<file path="config.mk">
export PLATFORM = sky130hd
export DESIGN_NAME = toy_language_token_scanner
export DESIGN_NICKNAME = d
export VERILOG_FILES = /design/src/hw/rtl/tls_pkg.sv /design/src/hw/rtl/tls_front.sv /design/src/hw/rtl/tls_queue.sv /design/src/hw/rtl/tls_back.sv /design/src/hw/rtl/toy_language_token_scanner.sv
export SDC_FILE = /design/constraint.sdc
export NUM_CORES = 2
export LEC_CHECK = 0
export ABC_CLOCK_PERIOD_IN_PS = 5200
export BUFFER_PORTS_ARGS = -buffer_cell sky130_fd_sc_hd__buf_2
export CAP_MARGIN = 15
export CORE_UTILIZATION = 45
export CTS_CLUSTER_SIZE = 24
export DETAILED_ROUTE_END_ITERATION = 10
export REMOVE_ABC_BUFFERS = 1
export SKIP_CTS_REPAIR_TIMING = 1
export SYNTH_ARGS = -nofsm -noshare
export SYNTH_HDL_FRONTEND = slang
export SYNTH_SLANG_ARGS = --single-unit
</file>
<file path="constraint.sdc">
create_clock -name clk -period 5.2 [get_ports clk]
set_input_delay 0.78 -clock clk [delete_from_list [all_inputs] [get_ports clk]]
set_output_delay 0.78 -clock clk [all_outputs]
set_load 0.01 [all_outputs]
</file>
<file path="src/hw/rtl/tls_pkg.sv">
`timescale 1ns / 1ps
// ============================================================================
// tls_pkg - shared types and constants for the token scanner
// Character codes, token kinds, scan modes and the front-to-back queue entry.
// ============================================================================
package tls_pkg;

    localparam int POSITION_BITS_DEF     = 16;
    localparam int KEYWORD_COUNT_DEF     = 7;
    localparam int KEYWORD_MAX_BYTES_DEF = 8;

    localparam int KEYWORD_BITS   = 64;
    localparam int KIND_BITS      = 5;
    localparam int START_BITS     = 16;
    localparam int LEN_BITS       = 16;
    localparam int CFG_INDEX_BITS = 3;
    localparam int QUEUE_DEPTH    = 4;
    localparam int QPTR_BITS      = $clog2(QUEUE_DEPTH);
    localparam int QCNT_BITS      = $clog2(QUEUE_DEPTH + 1);

    localparam logic [7:0] CH_NUL        = 8'h00;
    localparam logic [7:0] CH_TAB        = 8'h09;
    localparam logic [7:0] CH_LF         = 8'h0A;
    localparam logic [7:0] CH_CR         = 8'h0D;
    localparam logic [7:0] CH_SPACE      = 8'h20;
    localparam logic [7:0] CH_BANG       = 8'h21;
    localparam logic [7:0] CH_LPAREN     = 8'h28;
    localparam logic [7:0] CH_RPAREN     = 8'h29;
    localparam logic [7:0] CH_STAR       = 8'h2A;
    localparam logic [7:0] CH_PLUS       = 8'h2B;
    localparam logic [7:0] CH_COMMA      = 8'h2C;
    localparam logic [7:0] CH_MINUS      = 8'h2D;
    localparam logic [7:0] CH_SLASH      = 8'h2F;
    localparam logic [7:0] CH_DIGIT_0    = 8'h30;
    localparam logic [7:0] CH_DIGIT_9    = 8'h39;
    localparam logic [7:0] CH_SEMICOLON  = 8'h3B;
    localparam logic [7:0] CH_LESS       = 8'h3C;
    localparam logic [7:0] CH_EQUAL      = 8'h3D;
    localparam logic [7:0] CH_GREATER    = 8'h3E;
    localparam logic [7:0] CH_UPPER_A    = 8'h41;
    localparam logic [7:0] CH_UPPER_Z    = 8'h5A;
    localparam logic [7:0] CH_UNDERSCORE = 8'h5F;
    localparam logic [7:0] CH_LOWER_A    = 8'h61;
    localparam logic [7:0] CH_LOWER_Z    = 8'h7A;
    localparam logic [7:0] CH_LBRACE     = 8'h7B;
    localparam logic [7:0] CH_RBRACE     = 8'h7D;

    typedef enum logic [2:0] {
        MODE_IDLE   = 3'd0,
        MODE_IDENT  = 3'd1,
        MODE_NUMBER = 3'd2,
        MODE_EQ     = 3'd3,
        MODE_BANG   = 3'd4
    } scan_mode_t;

    typedef enum logic [KIND_BITS-1:0] {
        TK_ILLEGAL   = 5'd0,
        TK_EOF       = 5'd1,
        TK_IDENT     = 5'd2,
        TK_INT       = 5'd3,
        TK_ASSIGN    = 5'd4,
        TK_EQ        = 5'd5,
        TK_NEQ       = 5'd6,
        TK_NOT       = 5'd7,
        TK_PLUS      = 5'd8,
        TK_MINUS     = 5'd9,
        TK_STAR      = 5'd10,
        TK_DIV       = 5'd11,
        TK_LESS      = 5'd12,
        TK_GREATER   = 5'd13,
        TK_COMMA     = 5'd14,
        TK_SEMICOLON = 5'd15,
        TK_LPAREN    = 5'd16,
        TK_RPAREN    = 5'd17,
        TK_LBRACE    = 5'd18,
        TK_RBRACE    = 5'd19,
        TK_KEYWORD0  = 5'd20,
        TK_KEYWORD1  = 5'd21,
        TK_KEYWORD2  = 5'd22,
        TK_KEYWORD3  = 5'd23,
        TK_KEYWORD4  = 5'd24,
        TK_KEYWORD5  = 5'd25,
        TK_KEYWORD6  = 5'd26
    } token_kind_t;

    // One accepted byte gives at most two tokens: a flushed pending token
    // (slot 0) and a token of the byte itself (slot 1).
    typedef struct packed {
        logic                    has0;
        token_kind_t             kind0;
        logic                    kw_check0;
        logic [START_BITS-1:0]   start0;
        logic [LEN_BITS-1:0]     len0;
        logic [KEYWORD_BITS-1:0] shift0;
        logic                    has1;
        token_kind_t             kind1;
        logic [START_BITS-1:0]   start1;
        logic                    len1;
    } scan_entry_t;

    function automatic logic is_alpha(input logic [7:0] c);
        return (c >= CH_LOWER_A && c <= CH_LOWER_Z) ||
               (c >= CH_UPPER_A && c <= CH_UPPER_Z) || (c == CH_UNDERSCORE);
    endfunction

    function automatic logic is_digit(input logic [7:0] c);
        return (c >= CH_DIGIT_0) && (c <= CH_DIGIT_9);
    endfunction

    function automatic logic is_space(input logic [7:0] c);
        return (c == CH_SPACE) || (c == CH_TAB) || (c == CH_LF) || (c == CH_CR);
    endfunction

    function automatic token_kind_t single_kind(input logic [7:0] c);
        token_kind_t k;
        unique case (c)
            CH_PLUS:      k = TK_PLUS;
            CH_MINUS:     k = TK_MINUS;
            CH_STAR:      k = TK_STAR;
            CH_SLASH:     k = TK_DIV;
            CH_LESS:      k = TK_LESS;
            CH_GREATER:   k = TK_GREATER;
            CH_COMMA:     k = TK_COMMA;
            CH_SEMICOLON: k = TK_SEMICOLON;
            CH_LPAREN:    k = TK_LPAREN;
            CH_RPAREN:    k = TK_RPAREN;
            CH_LBRACE:    k = TK_LBRACE;
            CH_RBRACE:    k = TK_RBRACE;
            default:      k = TK_ILLEGAL;
        endcase
        return k;
    endfunction

endpackage

</file>
<file path="src/hw/rtl/tls_front.sv">
`timescale 1ns / 1ps
// ============================================================================
// tls_front - byte classifier and run tracker
// Takes one source byte per beat, tracks the pending token and pushes the
// tokens the byte completes into the queue.
// ============================================================================
module tls_front #(
    parameter int POSITION_BITS     = tls_pkg::POSITION_BITS_DEF,
    parameter int KEYWORD_MAX_BYTES = tls_pkg::KEYWORD_MAX_BYTES_DEF
) (
    input  logic                 clk,
    input  logic                 rst_n,
    input  logic                 in_valid,
    output logic                 in_stall,
    input  logic [7:0]           source_byte,
    input  logic                 queue_full,
    output logic                 push,
    output tls_pkg::scan_entry_t push_entry
);
    import tls_pkg::*;

    localparam int SHIFT_BITS = 8 * KEYWORD_MAX_BYTES;

    scan_mode_t               mode_reg, mode_next;
    logic [POSITION_BITS-1:0] begin_reg, begin_next;
    logic [POSITION_BITS-1:0] pos_reg, pos_next;
    logic [LEN_BITS-1:0]      run_len_reg, run_len_next;
    logic [SHIFT_BITS-1:0]    shift_reg, shift_next;
    logic [POSITION_BITS-1:0] pos_inc;
    logic                     fire;
    logic                     restart;
    scan_entry_t              entry;

    assign in_stall = queue_full;
    assign fire     = in_valid && !queue_full;
    assign pos_inc  = pos_reg + 1'b1;

    always_comb
    begin
        mode_next    = mode_reg;
        begin_next   = begin_reg;
        pos_next     = pos_inc;
        run_len_next = run_len_reg;
        shift_next   = shift_reg;
        restart      = 1'b1;

        entry           = '0;
        entry.kind0     = TK_ILLEGAL;
        entry.kind1     = TK_ILLEGAL;
        entry.start0    = START_BITS'(begin_reg);
        entry.len0      = run_len_reg;
        entry.shift0    = KEYWORD_BITS'(shift_reg);
        entry.kw_check0 = 1'b0;
        entry.start1    = START_BITS'(pos_reg);

        unique case (mode_reg)
            MODE_IDENT, MODE_NUMBER:
            begin
                if ((mode_reg == MODE_IDENT) ? is_alpha(source_byte)
                                             : is_digit(source_byte))
                begin
                    restart = 1'b0;
                    for (int j = 0; j < KEYWORD_MAX_BYTES; j++)
                    begin
                        if (run_len_reg == LEN_BITS'(j))
                            shift_next[8*j +: 8] = source_byte;
                    end
                    if (run_len_reg != '1)
                        run_len_next = run_len_reg + 1'b1;
                end
                else
                begin
                    entry.has0 = 1'b1;
                    if (mode_reg == MODE_IDENT)
                    begin
                        entry.kind0     = TK_IDENT;
                        entry.kw_check0 = (run_len_reg <= LEN_BITS'(KEYWORD_MAX_BYTES));
                    end
                    else
                        entry.kind0 = TK_INT;
                end
            end
            MODE_EQ, MODE_BANG:
            begin
                entry.has0 = 1'b1;
                if (source_byte == CH_EQUAL)
                begin
                    restart     = 1'b0;
                    mode_next   = MODE_IDLE;
                    entry.kind0 = (mode_reg == MODE_EQ) ? TK_EQ : TK_NEQ;
                    entry.len0  = LEN_BITS'(2);
                end
                else
                begin
                    entry.kind0 = (mode_reg == MODE_EQ) ? TK_ASSIGN : TK_NOT;
                    entry.len0  = LEN_BITS'(1);
                end
            end
            default:
            begin
            end
        endcase

        if (restart)
        begin
            mode_next = MODE_IDLE;
            if (source_byte == CH_NUL)
            begin
                entry.has1  = 1'b1;
                entry.kind1 = TK_EOF;
                entry.len1  = 1'b0;
                pos_next    = '0;
            end
            else if (is_space(source_byte))
            begin
            end
            else if (is_alpha(source_byte) || is_digit(source_byte))
            begin
                mode_next    = is_alpha(source_byte) ? MODE_IDENT : MODE_NUMBER;
                begin_next   = pos_reg;
                run_len_next = LEN_BITS'(1);
                shift_next   = SHIFT_BITS'(source_byte);
            end
            else if (source_byte == CH_EQUAL || source_byte == CH_BANG)
            begin
                mode_next  = (source_byte == CH_EQUAL) ? MODE_EQ : MODE_BANG;
                begin_next = pos_reg;
            end
            else
            begin
                entry.has1  = 1'b1;
                entry.kind1 = single_kind(source_byte);
                entry.len1  = 1'b1;
            end
        end
    end

    assign push       = fire && (entry.has0 || entry.has1);
    assign push_entry = entry;

    always_ff @(posedge clk or negedge rst_n)
    begin
        if (!rst_n)
        begin
            mode_reg    <= MODE_IDLE;
            begin_reg   <= '0;
            pos_reg     <= '0;
            run_len_reg <= '0;
            shift_reg   <= '0;
        end
        else if (fire)
        begin
            mode_reg    <= mode_next;
            begin_reg   <= begin_next;
            pos_reg     <= pos_next;
            run_len_reg <= run_len_next;
            shift_reg   <= shift_next;
        end
    end

endmodule

</file>
<file path="src/hw/rtl/tls_queue.sv">
`timescale 1ns / 1ps
// ============================================================================
// tls_queue - short FIFO between classifier and token emitter
// Holds per-byte token pairs so either side can stall on its own.
// ============================================================================
module tls_queue (
    input  logic                 clk,
    input  logic                 rst_n,
    input  logic                 push,
    input  tls_pkg::scan_entry_t push_entry,
    input  logic                 pop,
    output logic                 full,
    output logic                 head_valid,
    output tls_pkg::scan_entry_t head
);
    import tls_pkg::*;

    scan_entry_t          mem [QUEUE_DEPTH];
    logic [QPTR_BITS-1:0] wr_ptr_reg, rd_ptr_reg;
    logic [QCNT_BITS-1:0] count_reg, count_next;

    assign full       = (count_reg == QCNT_BITS'(QUEUE_DEPTH));
    assign head_valid = (count_reg != '0);
    assign head       = mem[rd_ptr_reg];

    always_comb
    begin
        count_next = count_reg;
        if (push && !pop)
            count_next = count_reg + 1'b1;
        else if (pop && !push)
            count_next = count_reg - 1'b1;
    end

    always_ff @(posedge clk)
    begin
        if (push)
            mem[wr_ptr_reg] <= push_entry;
    end

    always_ff @(posedge clk or negedge rst_n)
    begin
        if (!rst_n)
        begin
            wr_ptr_reg <= '0;
            rd_ptr_reg <= '0;
            count_reg  <= '0;
        end
        else
        begin
            if (push)
                wr_ptr_reg <= wr_ptr_reg + 1'b1;
            if (pop)
                rd_ptr_reg <= rd_ptr_reg + 1'b1;
            count_reg <= count_next;
        end
    end

`ifndef ASSERT_OFF
    a_no_push_full: assert property (@(posedge clk) disable iff (!rst_n)
        push |-> !full || pop)
        else $error("queue push while full");
    a_no_pop_empty: assert property (@(posedge clk) disable iff (!rst_n)
        pop |-> head_valid)
        else $error("queue pop while empty");
    a_count_range: assert property (@(posedge clk) disable iff (!rst_n)
        count_reg <= QCNT_BITS'(QUEUE_DEPTH))
        else $error("queue count out of range");
`endif

endmodule

</file>
<file path="src/hw/rtl/tls_back.sv">
`timescale 1ns / 1ps
// ============================================================================
// tls_back - keyword lookup and token emitter
// Resolves identifiers against the keyword registers and sends the one or
// two tokens of each queue entry out through a registered output.
// ============================================================================
module tls_back #(
    parameter int KEYWORD_COUNT = tls_pkg::KEYWORD_COUNT_DEF
) (
    input  logic                                clk,
    input  logic                                rst_n,
    input  logic                                cfg_we,
    input  logic [tls_pkg::CFG_INDEX_BITS-1:0]  cfg_index,
    input  logic [tls_pkg::KEYWORD_BITS-1:0]    cfg_wdata,
    input  logic                                head_valid,
    input  tls_pkg::scan_entry_t                head,
    output logic                                pop,
    output logic                                out_valid,
    input  logic                                out_stall,
    output logic [tls_pkg::KIND_BITS-1:0]       token_kind,
    output logic [tls_pkg::START_BITS-1:0]      token_start,
    output logic [tls_pkg::LEN_BITS-1:0]        token_length,
    output logic                                last_of_run
);
    import tls_pkg::*;

    logic [KEYWORD_BITS-1:0]   kw_reg [KEYWORD_COUNT];
    logic                      kw_hit;
    logic [CFG_INDEX_BITS-1:0] kw_sel;
    token_kind_t               kind0;

    logic                  out_valid_reg, out_valid_next;
    token_kind_t           kind_reg, kind_next;
    logic [START_BITS-1:0] start_reg, start_next;
    logic [LEN_BITS-1:0]   len_reg, len_next;
    logic                  last_reg, last_next;
    logic                  sub_reg, sub_next;
    logic                  load;
    logic                  emit_second;

    // descending scan so the lowest-numbered register wins
    always_comb
    begin
        kw_hit = 1'b0;
        kw_sel = '0;
        for (int i = KEYWORD_COUNT - 1; i >= 0; i--)
        begin
            if (kw_reg[i] != '0 && kw_reg[i] == head.shift0)
            begin
                kw_hit = 1'b1;
                kw_sel = CFG_INDEX_BITS'(i);
            end
        end
        kind0 = head.kind0;
        if (head.kw_check0 && kw_hit)
            kind0 = token_kind_t'(KIND_BITS'(TK_KEYWORD0) + KIND_BITS'(kw_sel));
    end

    assign load        = !out_valid_reg || !out_stall;
    assign emit_second = sub_reg || !head.has0;

    always_comb
    begin
        out_valid_next = out_valid_reg;
        kind_next      = kind_reg;
        start_next     = start_reg;
        len_next       = len_reg;
        last_next      = last_reg;
        sub_next       = sub_reg;
        pop            = 1'b0;
        if (load)
        begin
            out_valid_next = head_valid;
            if (head_valid)
            begin
                if (!emit_second)
                begin
                    kind_next  = kind0;
                    start_next = head.start0;
                    len_next   = head.len0;
                    last_next  = !head.has1;
                    sub_next   = head.has1;
                    pop        = !head.has1;
                end
                else
                begin
                    kind_next  = head.kind1;
                    start_next = head.start1;
                    len_next   = LEN_BITS'(head.len1);
                    last_next  = 1'b1;
                    sub_next   = 1'b0;
                    pop        = 1'b1;
                end
            end
        end
    end

    always_ff @(posedge clk or negedge rst_n)
    begin
        if (!rst_n)
        begin
            for (int i = 0; i < KEYWORD_COUNT; i++)
                kw_reg[i] <= '0;
        end
        else if (cfg_we)
        begin
            for (int i = 0; i < KEYWORD_COUNT; i++)
            begin
                if (cfg_index == CFG_INDEX_BITS'(i))
                    kw_reg[i] <= cfg_wdata;
            end
        end
    end

    always_ff @(posedge clk or negedge rst_n)
    begin
        if (!rst_n)
        begin
            out_valid_reg <= 1'b0;
            sub_reg       <= 1'b0;
        end
        else
        begin
            out_valid_reg <= out_valid_next;
            sub_reg       <= sub_next;
        end
    end

    always_ff @(posedge clk)
    begin
        kind_reg  <= kind_next;
        start_reg <= start_next;
        len_reg   <= len_next;
        last_reg  <= last_next;
    end

    assign out_valid    = out_valid_reg;
    assign token_kind   = kind_reg;
    assign token_start  = start_reg;
    assign token_length = len_reg;
    assign last_of_run  = last_reg;

`ifndef ASSERT_OFF
    a_sub_has_pair: assert property (@(posedge clk) disable iff (!rst_n)
        sub_reg |-> head_valid && head.has0 && head.has1)
        else $error("second token pending without a pair at queue head");
    a_nonlast_then_sub: assert property (@(posedge clk) disable iff (!rst_n)
        (out_valid_reg && !last_reg) |-> sub_reg)
        else $error("non-final beat without a pending second token");
    a_eof_shape: assert property (@(posedge clk) disable iff (!rst_n)
        (out_valid_reg && kind_reg == TK_EOF) |-> (len_reg == '0) && last_reg)
        else $error("eof token with nonzero length or not final");
`endif

endmodule

</file>
<file path="src/hw/rtl/toy_language_token_scanner.sv">
`timescale 1ns / 1ps
// ============================================================================
// toy_language_token_scanner - streaming token scanner, one byte per beat
// Classifier front end, a 4-entry token queue, and a keyword-resolving
// emitter with a registered output.
// ============================================================================
//  channel | signals                                        | beat
//  --------+------------------------------------------------+-------------------
//  in      | in_valid, in_stall, source_byte                | one source byte
//  out     | out_valid, out_stall, token_kind, token_start, | one token
//          | token_length, last_of_run                      |
//  cfg     | cfg_we, cfg_index, cfg_wdata                   | one keyword write
//
// Input takes one byte per cycle; in_stall rises only when the queue is full.
// Output gives one token per cycle while out_stall is low; a byte that both ends a
// pending token and forms its own gives two tokens in turn, so sustained rate is
// set by the output port and the tokens-per-byte mix. No clearing pass after
// reset; control and keyword state clear at once, token data is not reset.
// ============================================================================
module toy_language_token_scanner #(
    parameter int POSITION_BITS     = tls_pkg::POSITION_BITS_DEF,
    parameter int KEYWORD_COUNT     = tls_pkg::KEYWORD_COUNT_DEF,
    parameter int KEYWORD_MAX_BYTES = tls_pkg::KEYWORD_MAX_BYTES_DEF
) (
    input  logic                               clk,
    input  logic                               rst_n,
    input  logic                               in_valid,
    output logic                               in_stall,
    input  logic [7:0]                         source_byte,
    output logic                               out_valid,
    input  logic                               out_stall,
    output logic [tls_pkg::KIND_BITS-1:0]      token_kind,
    output logic [tls_pkg::START_BITS-1:0]     token_start,
    output logic [tls_pkg::LEN_BITS-1:0]       token_length,
    output logic                               last_of_run,
    input  logic                               cfg_we,
    input  logic [tls_pkg::CFG_INDEX_BITS-1:0] cfg_index,
    input  logic [tls_pkg::KEYWORD_BITS-1:0]   cfg_wdata
);
    import tls_pkg::*;

    logic        push, pop, full, head_valid;
    scan_entry_t push_entry, head;

    tls_front #(
        .POSITION_BITS     (POSITION_BITS),
        .KEYWORD_MAX_BYTES (KEYWORD_MAX_BYTES)
    ) u_front (
        .clk         (clk),
        .rst_n       (rst_n),
        .in_valid    (in_valid),
        .in_stall    (in_stall),
        .source_byte (source_byte),
        .queue_full  (full),
        .push        (push),
        .push_entry  (push_entry)
    );

    tls_queue u_queue (
        .clk        (clk),
        .rst_n      (rst_n),
        .push       (push),
        .push_entry (push_entry),
        .pop        (pop),
        .full       (full),
        .head_valid (head_valid),
        .head       (head)
    );

    tls_back #(
        .KEYWORD_COUNT (KEYWORD_COUNT)
    ) u_back (
        .clk          (clk),
        .rst_n        (rst_n),
        .cfg_we       (cfg_we),
        .cfg_index    (cfg_index),
        .cfg_wdata    (cfg_wdata),
        .head_valid   (head_valid),
        .head         (head),
        .pop          (pop),
        .out_valid    (out_valid),
        .out_stall    (out_stall),
        .token_kind   (token_kind),
        .token_start  (token_start),
        .token_length (token_length),
        .last_of_run  (last_of_run)
    );

endmodule
</file>
==> results.toml <==
[die]
ios = 120
die_h_um = 329
fp.dieW_um = 329
die_area_mm2 = 0.108
core_mm2 = 0.106
std_cell_rows = 119
start_util = 0.456

[finish]
fillers = 8879
multiInputGateArea_mm2 = 0.0170
syn2layout_area_growth_pct = 13.4
nets = 3361
largest_reg_flops = 496
final_cell_mix = "dfrtp_1 (570), edfxtp_1 (534), mux2_2 (492)"
layout_commonest_cell = "dfrtp_1"
regArea_mm2 = 0.0304
drive_gt1_frac = 0.308

[detailed_routing]
drc = 18
avgViaCountPerCell = 6.06
ant_nets = 0
routedWlPerCell_um = 35.3
first_iter_violations = 2600
vias = 28900
wirelength_mm = 168
dr.pass1.iters = 8

[yosys]
syn_avg_cell_area_um2 = 15.5
synth_ff_type = "dfrtp_1"
syn_area_mm2 = 0.0482
synth-seq-cells = 1106
synth_area_leaders = "edfxtp_1 (33%), dfrtp_1 (30%), mux2_2 (11%)"
netlist.area_leader.share = 0.333
syn-instance-count = 3113
ys_types = 61
yosys_warnings = 0
synth_top_area_cell = "edfxtp_1"
synth-edff-count = 534
ys_seq_area_frac = 0.630
async_flop_share = 0.517

[setup_path]
r2r_end = "u_back.token_kind[3]"
crit_path_end_kind = "flip-flop"
path_max_fanout = 33
crit_path_max_incr_delay_ns = 0.75
r2r_slack_ns = 0.20
r2r_cells = 12
cp_slowest_cell = "xnor2_1"
reg2reg_from = "u_queue.rd_ptr_reg[0]"
crit_required_ns = 5.69
path_cells = "buf_12 -> buf_4 -> mux4_2 -> xnor2_1 -> nand4_1 -> nor4_1 -> nand2_1 -> nor4_1 -> or3_1 -> nor3_2 -> buf_4 -> a21o_1"
path_class = "reg2reg"
start_kind = "flip-flop"
arrival_ns = 5.49

[sta]
fin_worst_skew_ns = 0.0444
final_max_slew_viol_count = 0
period_minus_slack_ns = 5.00
max_freq_mhz = 200
fin_crit_sh = 0.961
setup_ws_ns = 0.201
worst_slew_pin_slew_ns = 1.31
relSlewSlack = 0.113
grt_setup_unrepaired = "no"
hold_viol = 0
setup_viol = 0

[power]
internal_power_w = 0.0205
pwr-share-seq = 0.389
peakVddDrop_mv = 0.473
clkPwrFrac = 0.252
power_density_mw_per_mm2 = 609
p_leak_nw = 20.1
swShare = 0.384
finalPower_w = 0.0333
p_comb_frac = 0.359
netSwitchingPower_w = 0.0128

[status]
status = "finished with violations"
violations = "design-rule violations"

[place]
io_buffers = 119
place_ws_ns = 0.258
hpwl_mm = 125
place.gp.congestion = 1.09

[clocking]
root_buffer = "clkbuf_16"
clk_latency_ns = 0.73
clockBufferDepth = 3
h-tree-depth = 3
clock-sinks = 1106
numCtsBuffers = 115
clkTransAtPathRegs_ns = 0.06
cts_tree = "built"

[global_routing]
grt_usage = 0.314
antenna_found_initial = 9
grt_overflow = 0
grt_pass1_vias = 29600
grt_max_degree = 121
grt_pass1_wl_mm = 234

[min_path]
worstHoldPathType = "in2async"

[run]
maxCapViolations = 0
[per-stage QoR]
step                      utilization  cells  hold WS, ns  area [um2]  TNS (ns)
after floorplan                     -   2934        0.456       47300   -571.01
after global placement          0.480   4544        0.486       50800         0
after detailed placement        0.480   4544        0.479       50800         0
after CTS                       0.517   4764        0.125       54700         0
after global routing            0.517   4764        0.151       54700         0
final                           0.517   4766        0.107       54700         0
[Yosys cell counts (all sizes together), types with 2 or more instances]
cell type  number
nand3b          2
o22ai           5
dfrtp         572
xor2           87
nand2b         10
nor2b          10
a31oi           3
and4b           2
o41ai           2
and2           34
mux4          124
inv            15
a21oi          20
edfxtp        534
nand4         133
xnor2         386
nor2           51
clkbuf         90
nor3           25
nand3          27
buf            89
a22o           50
nor3b           6
ha             10
nand2          62
a211oi          2
a21o            5
o31ai           4
nor4          168
or3             5
or2             3
nand4b          5
mux2          492
and3           33
o21ai          31
o211ai          3
[power groups by stage]
| stage | Sequential (W) | Combinational, W | Clock, W |
|---|---|---|---|
| 2_1_floorplan | 0.0127 | 0.00639 | 0 |
| 3_3_place_gp | 0.0130 | 0.0118 | 0 |
| 3_5_place_dp | 0.0130 | 0.0118 | 0 |
| 4_1_cts | 0.0129 | 0.0118 | 0.00852 |
| 5_1_grt | 0.0131 | 0.0122 | 0.00884 |
| 6_report | 0.0129 | 0.0120 | 0.00838 |
[kinds of logic after synthesis]
kind of cell    Yosys count  synth area share
compound gates          133            0.0196
xor+xnor                473            0.0863
fa+ha+maj                11           0.00301
buf+inv                 194            0.0189
flops                  1106             0.630
mux                     617             0.173
simple gates            579            0.0695
[cell type report]
cell class,count,share of cell area
clock buffers,168,0.0598
multi-input cells,1813,0.311
clock inverters,52,0.0116
flip-flops and latches,1106,0.555
repair buffers,219,0.0294
inverters,15,0.00103
diodes,2,0.0000915
well taps,1391,0.0318
[routing by layer]
layer  vias up  track usage  routed length (um)  share of wire
met5         -            0                  69        0.00041
met4        10        0.190               11900          0.071
met3       340       0.0428                8460          0.050
met2      1109        0.509               80700           0.48
met1     15400        0.402               66900           0.40
li1      12000            -                   -              -
[worst max path at each step]
stage | start | cells past startpoint | slack, ns | to
finish | u_queue.rd_ptr_reg[0] | 12 | 0.20 | u_back.token_kind[3]
floorplan | u_queue.rd_ptr_reg[0] | 9 | -2.91 | u_queue.count_reg[1]
detailed placement | u_queue.rd_ptr_reg[0] | 12 | 0.26 | u_back.token_kind[3]
global route | u_queue.rd_ptr_reg[0] | 12 | 0.24 | u_back.token_kind[3]
CTS | u_queue.rd_ptr_reg[0] | 12 | 0.25 | u_back.token_kind[3]
global placement | u_queue.rd_ptr_reg[0] | 12 | 0.29 | u_back.token_kind[3]
[critical path, delay by kind of cell (launching register included)]
family                    cells  cell delay, ns
and+or+nand+nor               6            1.83
xor gates and xnor gates      1            0.75
muxes                         1            0.74
buffers and inverters         3            0.66
DFF                           1            0.60
AOI/OAI and AO/OA             1            0.14
Note: power is estimated with default switching activity, not from simulation.
